==> config.mk <==
export PLATFORM = sky130hd
export DESIGN_NAME = sorted_insert_priority_queue_top
export DESIGN_NICKNAME = d
export VERILOG_FILES = /design/src/hdl/sipq_pkg.sv /design/src/hdl/sipq_store.sv /design/src/hdl/sipq_ctrl.sv /design/src/hdl/sorted_insert_priority_queue_top.sv
export SDC_FILE = /design/constraint.sdc
export NUM_CORES = 1
export LEC_CHECK = 0
export BUFFER_PORTS_ARGS = -buffer_cell sky130_fd_sc_hd__buf_4
export CORE_MARGIN = 5
export CORE_UTILIZATION = 30
export CTS_CLUSTER_DIAMETER = 100
export CTS_CLUSTER_SIZE = 14
export DETAILED_ROUTE_END_ITERATION = 7
export PLACE_DENSITY_LB_ADDON = 0.05
export SLEW_MARGIN = 10
export SYNTH_ARGS = -nofsm -noshare
export SYNTH_HDL_FRONTEND = slang
export SYNTH_SLANG_ARGS = --single-unit
==> constraint.sdc <==
create_clock -name i_clk -period 5.4 [get_ports i_clk]
set_input_delay 0.27 -clock i_clk [delete_from_list [all_inputs] [get_ports i_clk]]
set_output_delay 0.27 -clock i_clk [all_outputs]
set_load 0.05 [all_outputs]
==> src/hdl/sipq_pkg.sv <==
// ============================================================================
// sipq_pkg
// Shared codes for the sorted-insert priority queue: request opcodes and
// result status values.
// ============================================================================
package sipq_pkg;

    // Request opcode carried on the slave-side tuser
    localparam logic OP_INSERT = 1'b0;
    localparam logic OP_REMOVE = 1'b1;

    // Result status carried on the master-side tuser
    typedef enum logic [1:0] {
        ST_DONE  = 2'd0,
        ST_FULL  = 2'd1,
        ST_EMPTY = 2'd2
    } t_status;

endpackage

==> src/hdl/sipq_store.sv <==
// ============================================================================
// sipq_store
// Entry memory: one write port and one read port with registered read data.
// Contents are undefined until written.
// ============================================================================
module sipq_store
    import sipq_pkg::*;
#(
    parameter int QUEUE_DEPTH   = 16,
    parameter int PRIORITY_BITS = 8,
    parameter int PAYLOAD_BITS  = 32,
    localparam int AW = (QUEUE_DEPTH > 1) ? $clog2(QUEUE_DEPTH) : 1
) (
    input  logic                     i_clk,
    input  logic                     i_wr_en,
    input  logic [AW-1:0]            i_wr_addr,
    input  logic [PRIORITY_BITS-1:0] i_wr_prio,
    input  logic [PAYLOAD_BITS-1:0]  i_wr_data,
    input  logic [AW-1:0]            i_rd_addr,
    output logic [PRIORITY_BITS-1:0] o_rd_prio,
    output logic [PAYLOAD_BITS-1:0]  o_rd_data
);

    logic [PRIORITY_BITS-1:0] r_prio_mem [QUEUE_DEPTH];
    logic [PAYLOAD_BITS-1:0]  r_data_mem [QUEUE_DEPTH];

    // Write one entry
    always_ff @(posedge i_clk) begin
        if (i_wr_en) begin
            r_prio_mem[i_wr_addr] <= i_wr_prio;
            r_data_mem[i_wr_addr] <= i_wr_data;
        end
    end

    // Read one entry every cycle
    always_ff @(posedge i_clk) begin
        o_rd_prio <= r_prio_mem[i_rd_addr];
        o_rd_data <= r_data_mem[i_rd_addr];
    end

endmodule

==> src/hdl/sipq_ctrl.sv <==
// ============================================================================
// sipq_ctrl
// Sequencer for the queue. Entries sit in a circular buffer in logical
// sorted order from the head. An insert walks back from the tail one entry
// per read/compare pair, moving larger entries up by one slot; a remove
// reads the head and advances it.
// ============================================================================
module sipq_ctrl
    import sipq_pkg::*;
#(
    parameter int QUEUE_DEPTH   = 16,
    parameter int PRIORITY_BITS = 8,
    parameter int PAYLOAD_BITS  = 32,
    localparam int AW = (QUEUE_DEPTH > 1) ? $clog2(QUEUE_DEPTH) : 1,
    localparam int CW = $clog2(QUEUE_DEPTH + 1)
) (
    input  logic                     i_clk,
    input  logic                     i_rst_n,
    // request side
    input  logic                     i_req_valid,
    output logic                     o_req_ready,
    input  logic                     i_req_op,
    input  logic [PRIORITY_BITS-1:0] i_req_prio,
    input  logic [PAYLOAD_BITS-1:0]  i_req_data,
    // result side
    output logic                     o_res_valid,
    input  logic                     i_res_ready,
    output t_status                  o_res_status,
    output logic [PRIORITY_BITS-1:0] o_res_prio,
    output logic [PAYLOAD_BITS-1:0]  o_res_data,
    output logic [CW-1:0]            o_res_occ,
    // entry memory
    output logic                     o_wr_en,
    output logic [AW-1:0]            o_wr_addr,
    output logic [PRIORITY_BITS-1:0] o_wr_prio,
    output logic [PAYLOAD_BITS-1:0]  o_wr_data,
    output logic [AW-1:0]            o_rd_addr,
    input  logic [PRIORITY_BITS-1:0] i_rd_prio,
    input  logic [PAYLOAD_BITS-1:0]  i_rd_data
);

    localparam logic [AW:0]   DEPTH_W = (AW + 1)'(QUEUE_DEPTH);
    localparam logic [CW-1:0] DEPTH_C = CW'(QUEUE_DEPTH);

    typedef enum logic [2:0] {
        S_IDLE,
        S_RD,
        S_CMP,
        S_PUT,
        S_POP,
        S_DONE
    } t_state;

    t_state                   r_state;
    logic [AW-1:0]            r_head;
    logic [CW-1:0]            r_count;
    logic [AW-1:0]            r_pos;
    logic [PRIORITY_BITS-1:0] r_prio;
    logic [PAYLOAD_BITS-1:0]  r_data;
    t_status                  r_res_status;
    logic [PRIORITY_BITS-1:0] r_res_prio;
    logic [PAYLOAD_BITS-1:0]  r_res_data;

    logic [AW-1:0] pos_phys;
    logic [AW-1:0] prev_phys;
    logic [AW-1:0] next_head;
    logic          move_up;

    // Map a logical position from the head to a buffer slot
    function automatic logic [AW-1:0] f_phys(input logic [AW-1:0] head,
                                             input logic [AW-1:0] k);
        logic [AW:0] sum;
        sum = {1'b0, head} + {1'b0, k};
        if (sum >= DEPTH_W) begin
            sum = sum - DEPTH_W;
        end
        return sum[AW-1:0];
    endfunction

    assign pos_phys  = f_phys(r_head, r_pos);
    assign prev_phys = f_phys(r_head, r_pos - AW'(1));
    assign next_head = f_phys(r_head, AW'(1));

    // Shared compare: the stored entry moves up when it ranks after the new one
    assign move_up = (i_rd_prio > r_prio);

    // Drive the memory ports
    always_comb begin
        o_rd_addr = (r_state == S_RD) ? prev_phys : r_head;
        o_wr_en   = 1'b0;
        o_wr_addr = pos_phys;
        o_wr_prio = r_prio;
        o_wr_data = r_data;
        unique case (r_state)
            S_CMP: begin
                o_wr_en = 1'b1;
                if (move_up) begin
                    o_wr_prio = i_rd_prio;
                    o_wr_data = i_rd_data;
                end
            end
            S_PUT: begin
                o_wr_en = 1'b1;
            end
            default: begin
                o_wr_en = 1'b0;
            end
        endcase
    end

    assign o_req_ready  = (r_state == S_IDLE);
    assign o_res_valid  = (r_state == S_DONE);
    assign o_res_status = r_res_status;
    assign o_res_prio   = r_res_prio;
    assign o_res_data   = r_res_data;
    assign o_res_occ    = r_count;

    // Sequencer state and registered results
    always_ff @(posedge i_clk) begin
        if (!i_rst_n) begin
            r_state <= S_IDLE;
            r_head  <= '0;
            r_count <= '0;
        end else begin
            unique case (r_state)
                S_IDLE: begin
                    if (i_req_valid) begin
                        r_prio       <= i_req_prio;
                        r_data       <= i_req_data;
                        r_res_status <= ST_DONE;
                        r_res_prio   <= '0;
                        r_res_data   <= '0;
                        r_pos        <= r_count[AW-1:0];
                        if (i_req_op == OP_INSERT) begin
                            if (r_count == DEPTH_C) begin
                                r_res_status <= ST_FULL;
                                r_state      <= S_DONE;
                            end else if (r_count == '0) begin
                                r_state <= S_PUT;
                            end else begin
                                r_state <= S_RD;
                            end
                        end else begin
                            if (r_count == '0) begin
                                r_res_status <= ST_EMPTY;
                                r_state      <= S_DONE;
                            end else begin
                                r_state <= S_POP;
                            end
                        end
                    end
                end
                S_RD: begin
                    r_state <= S_CMP;
                end
                S_CMP: begin
                    if (move_up) begin
                        // entry moved up; step back toward the head
                        r_pos <= r_pos - AW'(1);
                        if (r_pos == AW'(1)) begin
                            r_state <= S_PUT;
                        end else begin
                            r_state <= S_RD;
                        end
                    end else begin
                        // new entry written behind the smaller or equal one
                        r_count <= r_count + CW'(1);
                        r_state <= S_DONE;
                    end
                end
                S_PUT: begin
                    r_count <= r_count + CW'(1);
                    r_state <= S_DONE;
                end
                S_POP: begin
                    r_res_prio <= i_rd_prio;
                    r_res_data <= i_rd_data;
                    r_head     <= next_head;
                    r_count    <= r_count - CW'(1);
                    r_state    <= S_DONE;
                end
                S_DONE: begin
                    if (i_res_ready) begin
                        r_state <= S_IDLE;
                    end
                end
                default: begin
                    r_state <= S_IDLE;
                end
            endcase
        end
    end

endmodule

==> src/hdl/sorted_insert_priority_queue_top.sv <==
// A rejected request goes straight to its result; a remove reads the head entry; an
// insert reads and compares stored entries from the tail toward the head (one memory
// read and one compare per entry, through the single shared read port), moves larger
// ones up, and writes at the head or behind a smaller or equal one. Throughput: one
// request at a time; the next is taken the cycle after the result enters the output
// register. Reset (sync, active low) clears the queue and output register only.
// ============================================================================
// sorted_insert_priority_queue_top
// Bounded priority queue kept in sorted order over a circular entry memory,
// with stream ports and an output register between sequencer and sink.
// ============================================================================
module sorted_insert_priority_queue_top
    import sipq_pkg::*;
#(
    parameter int QUEUE_DEPTH   = 16,
    parameter int PRIORITY_BITS = 8,
    parameter int PAYLOAD_BITS  = 32,
    localparam int AW = (QUEUE_DEPTH > 1) ? $clog2(QUEUE_DEPTH) : 1,
    localparam int CW = $clog2(QUEUE_DEPTH + 1),
    localparam int IW = ((PRIORITY_BITS + PAYLOAD_BITS + 7) / 8) * 8,
    localparam int OW = ((PRIORITY_BITS + PAYLOAD_BITS + CW + 7) / 8) * 8
) (
    input  logic          i_clk,
    input  logic          i_rst_n,
    // slave side
    input  logic          s_axis_tvalid,
    output logic          s_axis_tready,
    input  logic [IW-1:0] s_axis_tdata,   // priority_req, payload
    input  logic          s_axis_tuser,   // opcode
    // master side
    output logic          m_axis_tvalid,
    input  logic          m_axis_tready,
    output logic [OW-1:0] m_axis_tdata,   // out_priority, out_payload, occupancy
    output logic [1:0]    m_axis_tuser    // status
);

    localparam int PB = PRIORITY_BITS;
    localparam int DB = PAYLOAD_BITS;

    logic                     res_valid;
    logic                     res_ready;
    t_status                  res_status;
    logic [PB-1:0]            res_prio;
    logic [DB-1:0]            res_data;
    logic [CW-1:0]            res_occ;

    logic                     wr_en;
    logic [AW-1:0]            wr_addr;
    logic [PB-1:0]            wr_prio;
    logic [DB-1:0]            wr_data;
    logic [AW-1:0]            rd_addr;
    logic [PB-1:0]            rd_prio;
    logic [DB-1:0]            rd_data;

    logic                     r_m_valid;
    t_status                  r_m_status;
    logic [PB-1:0]            r_m_prio;
    logic [DB-1:0]            r_m_data;
    logic [CW-1:0]            r_m_occ;

    sipq_ctrl #(
        .QUEUE_DEPTH   (QUEUE_DEPTH),
        .PRIORITY_BITS (PRIORITY_BITS),
        .PAYLOAD_BITS  (PAYLOAD_BITS)
    ) u_ctrl (
        .i_clk        (i_clk),
        .i_rst_n      (i_rst_n),
        .i_req_valid  (s_axis_tvalid),
        .o_req_ready  (s_axis_tready),
        .i_req_op     (s_axis_tuser),
        .i_req_prio   (s_axis_tdata[PB-1:0]),
        .i_req_data   (s_axis_tdata[PB+DB-1:PB]),
        .o_res_valid  (res_valid),
        .i_res_ready  (res_ready),
        .o_res_status (res_status),
        .o_res_prio   (res_prio),
        .o_res_data   (res_data),
        .o_res_occ    (res_occ),
        .o_wr_en      (wr_en),
        .o_wr_addr    (wr_addr),
        .o_wr_prio    (wr_prio),
        .o_wr_data    (wr_data),
        .o_rd_addr    (rd_addr),
        .i_rd_prio    (rd_prio),
        .i_rd_data    (rd_data)
    );

    sipq_store #(
        .QUEUE_DEPTH   (QUEUE_DEPTH),
        .PRIORITY_BITS (PRIORITY_BITS),
        .PAYLOAD_BITS  (PAYLOAD_BITS)
    ) u_store (
        .i_clk     (i_clk),
        .i_wr_en   (wr_en),
        .i_wr_addr (wr_addr),
        .i_wr_prio (wr_prio),
        .i_wr_data (wr_data),
        .i_rd_addr (rd_addr),
        .o_rd_prio (rd_prio),
        .o_rd_data (rd_data)
    );

    // Output register takes a result when empty or being drained
    assign res_ready = !r_m_valid || m_axis_tready;

    always_ff @(posedge i_clk) begin
        if (!i_rst_n) begin
            r_m_valid <= 1'b0;
        end else begin
            if (res_ready) begin
                r_m_valid <= res_valid;
            end
        end
    end

    // Hold result payload until taken
    always_ff @(posedge i_clk) begin
        if (res_ready && res_valid) begin
            r_m_status <= res_status;
            r_m_prio   <= res_prio;
            r_m_data   <= res_data;
            r_m_occ    <= res_occ;
        end
    end

    // Pack the master-side ports
    always_comb begin
        m_axis_tdata                         = '0;
        m_axis_tdata[PB-1:0]                 = r_m_prio;
        m_axis_tdata[PB+DB-1:PB]             = r_m_data;
        m_axis_tdata[PB+DB+CW-1:PB+DB]       = r_m_occ;
    end

    assign m_axis_tvalid = r_m_valid;
    assign m_axis_tuser  = r_m_status;

endmodule
==> flow_summary.yaml <==
floorplanning:
  die_area_sq_um: 114000
  die_height_um: 338
  ios: 97
  core_area_sq_um: 107000
  dieWidth_um: 338
  rows: 120
  start_util: 0.302
sta:
  max_slew.worst_pin.slew_ps: 1170
  period_needed_ps: 3920
  period_share: 0.726
  finalHoldViolations: 0
  holdWs_ps: 90.8
  finClkSkew_ps: 21.8
  setup_viol: 0
  fin_tns_setup_ps: 0
  rsz0062_at_grt: "false"
  slew_headroom: 0.217
  fmax_mhz: 255
  slew_viol_final: 0
route:
  drt_first_pass_iters: 7
  remaining_drc_errors: 0
  routed_via_density: 4.68
  drtIter0Drc: 879
  vias: 15200
  wirelength_um: 83500
  detail_route.wl_per_cell_um: 25.7
  antenna_left: 0
yosys:
  yosys_warnings: 0
  seq_area_frac_synth: 0.751
  syn-cell-area_sq_um: 32300
  synth_area_leaders: "edfxtp_1 (72%), mux2i_1 (11%), mux4_1 (6.5%)"
  synth_edf_count: 773
  yosys.area.top_type: "edfxtp_1"
  async_flop_share: 0
  yosysTopAreaCellShare: 0.718
  ys_ff_latch: 826
  yosysUniqueCellTypes: 45
  syn_area_per_cell_sq_um: 20.0
  netlist_instances: 1616
  synth_ff_type: "edfxtp_1"
grt:
  globalRouteOverflowTotal: 0
  grt_pass1_vias: 15800
  antenna_found_initial: 4
  grt_pass1_wl_um: 119000
  grt_usage: 0.144
  grt_max_degree: 69
worst_setup_path:
  crit_path_top_delay_cell: "nand2_2"
  crit_required_ps: 5750
  crit_chain: "nand2b_1, nor2_1, o21ai_0, or2_2, nand2_2, buf_12, o21ai_0, buf_4"
  crit_top_cell: "o21ai_0"
  crit_buf_inv: 2
  endpoint_kind: "flop"
  cpLargestDelayFamily: "simple AND/OR/NAND/NOR gates"
  cp.arrival_ps: 4270
  start_kind: "flop"
  max_stage_delay_ps: 730
  crit_fanout: 34
  critPathKind: "reg2reg"
finish:
  fin_nets: 1866
  num-fill-cells: 9989
  layout_commonest_cell: "edfxtp_1"
  layout_common_cells: "edfxtp_1 (773), mux2i_1 (364), buf_4 (128), mux4_1 (80), clkbuf_16 (73)"
  drive_gt1_frac: 0.151
  syn_to_final_growth_pct: 16.1
clock_tree:
  clock_latency_ps: 620
  clk_pin_slew_ps: 70
  cts_hold_buf: 43
  postCtsSetupRepairBufs: 0
  numCtsBuffers: 69
  ctsResizeCount: 0
  ctsRootBufferMaster: "clkbuf_16"
  clock_path_buffers: 3
  clock-sinks: 826
  cts_tree: "built"
  htree_levels: 3
placed_design:
  dpl.hpwl_um: 41200
  io_buffers: 93
  gp_congestion: 0.686
run:
  maxCapViolations: 0
run_status:
  status: "finished clean"
pwr:
  power_density_nw_per_um2: 484
  peakVddDrop_uv: 320
  leakagePower_nw: 14.5
hold_path:
  hold_class: "in2reg"
-- layout make-up --
| class | count | area [sq um] | area share |
|---|---|---|---|
| diodes | 2 | 5.00 | 0.000133 |
| clock buffers | 117 | 2000 | 0.0533 |
| clock inverters | 2 | 16.3 | 0.000433 |
| inverters | 19 | 71.3 | 0.00190 |
| multi-input cells | 698 | 7760 | 0.207 |
| flip-flops and latches | 826 | 24300 | 0.647 |
| well taps | 1403 | 1760 | 0.0468 |
| repair buffers | 184 | 1650 | 0.0440 |
-- path summary, 6_finish.rpt --
kind	from	to	slack (ps)	cells past startpoint
worst max-delay path	u_ctrl.r_state[2]	u_store.r_prio_mem[0][7]	1480	8
worst min-delay path	s_axis_tvalid	u_ctrl.r_state[1]	90	5
worst max register to register	u_ctrl.r_state[2]	u_store.r_prio_mem[0][7]	1480	8
worst min register to register	u_ctrl.o_res_prio[7]	r_m_prio[7]	420	0
-- logic make-up after synthesis --
group,Yosys count,share of synthesized area
fa+ha+maj,23,0.00960
other cells,1,0.000116
xor+xnor,14,0.00403
compound gates,51,0.00987
flops,826,0.751
mux,479,0.190
buf+inv,94,0.0153
simple gates,128,0.0200
-- report_power, final --
group	switching, mW	internal [mW]	total [mW]
Clock	2.25	2.52	4.78
Sequential	0.313	7.98	8.30
Combinational	2.93	2.18	5.11
-- state kept, by name (all words and copies together), names as in the netlist, 32 cells and up --
register	flops
u_ctrl.o_res_data	32
u_ctrl.r_data	32
u_store.o_rd_data	32
u_store.r_data_mem	512
u_store.r_prio_mem	128
r_m_data	32
-- metrics by stage --
step,setup WS [ps],total power [mW],util,area (sq um),cells
final,1480,18.2,0.351,37500,3251
after global routing,1310,19.1,0.351,37500,3249
after CTS,1430,18.6,0.351,37500,3249
after detailed placement,1450,13.7,0.328,35100,3087
after global placement,1520,13.6,0.328,35100,3087
after floorplan,1020,12.0,-,32300,1618
-- metal layers --
layer,GRT usage,wire length (um),part of all wire
met5,0,0,0
met2,0.233,39500,0.47
met4,0.0327,1280,0.015
met1,0.205,39300,0.47
met3,0.0232,3470,0.042
-- tightest hold or removal path: cells and delay by family --
family,cells,cell delay [ps]
AOI/OAI and AO/OA,1,130
buffers and inverters,1,90
and+or+nand+nor,3,180
-- Yosys cell counts, drive strengths merged (4+ instances only) --
cell type / instances
nand4: 4
o21ai: 21
inv: 19
xor2: 7
and3: 40
nor2: 38
edfxtp: 773
mux2i: 365
nor2b: 4
dfxtp: 53
nand3: 4
a21o: 5
a21oi: 13
nand2: 24
mux2: 34
xnor2: 7
buf: 61
mux4: 80
ha: 20
clkbuf: 14
(Power assumes the default switching activity.)
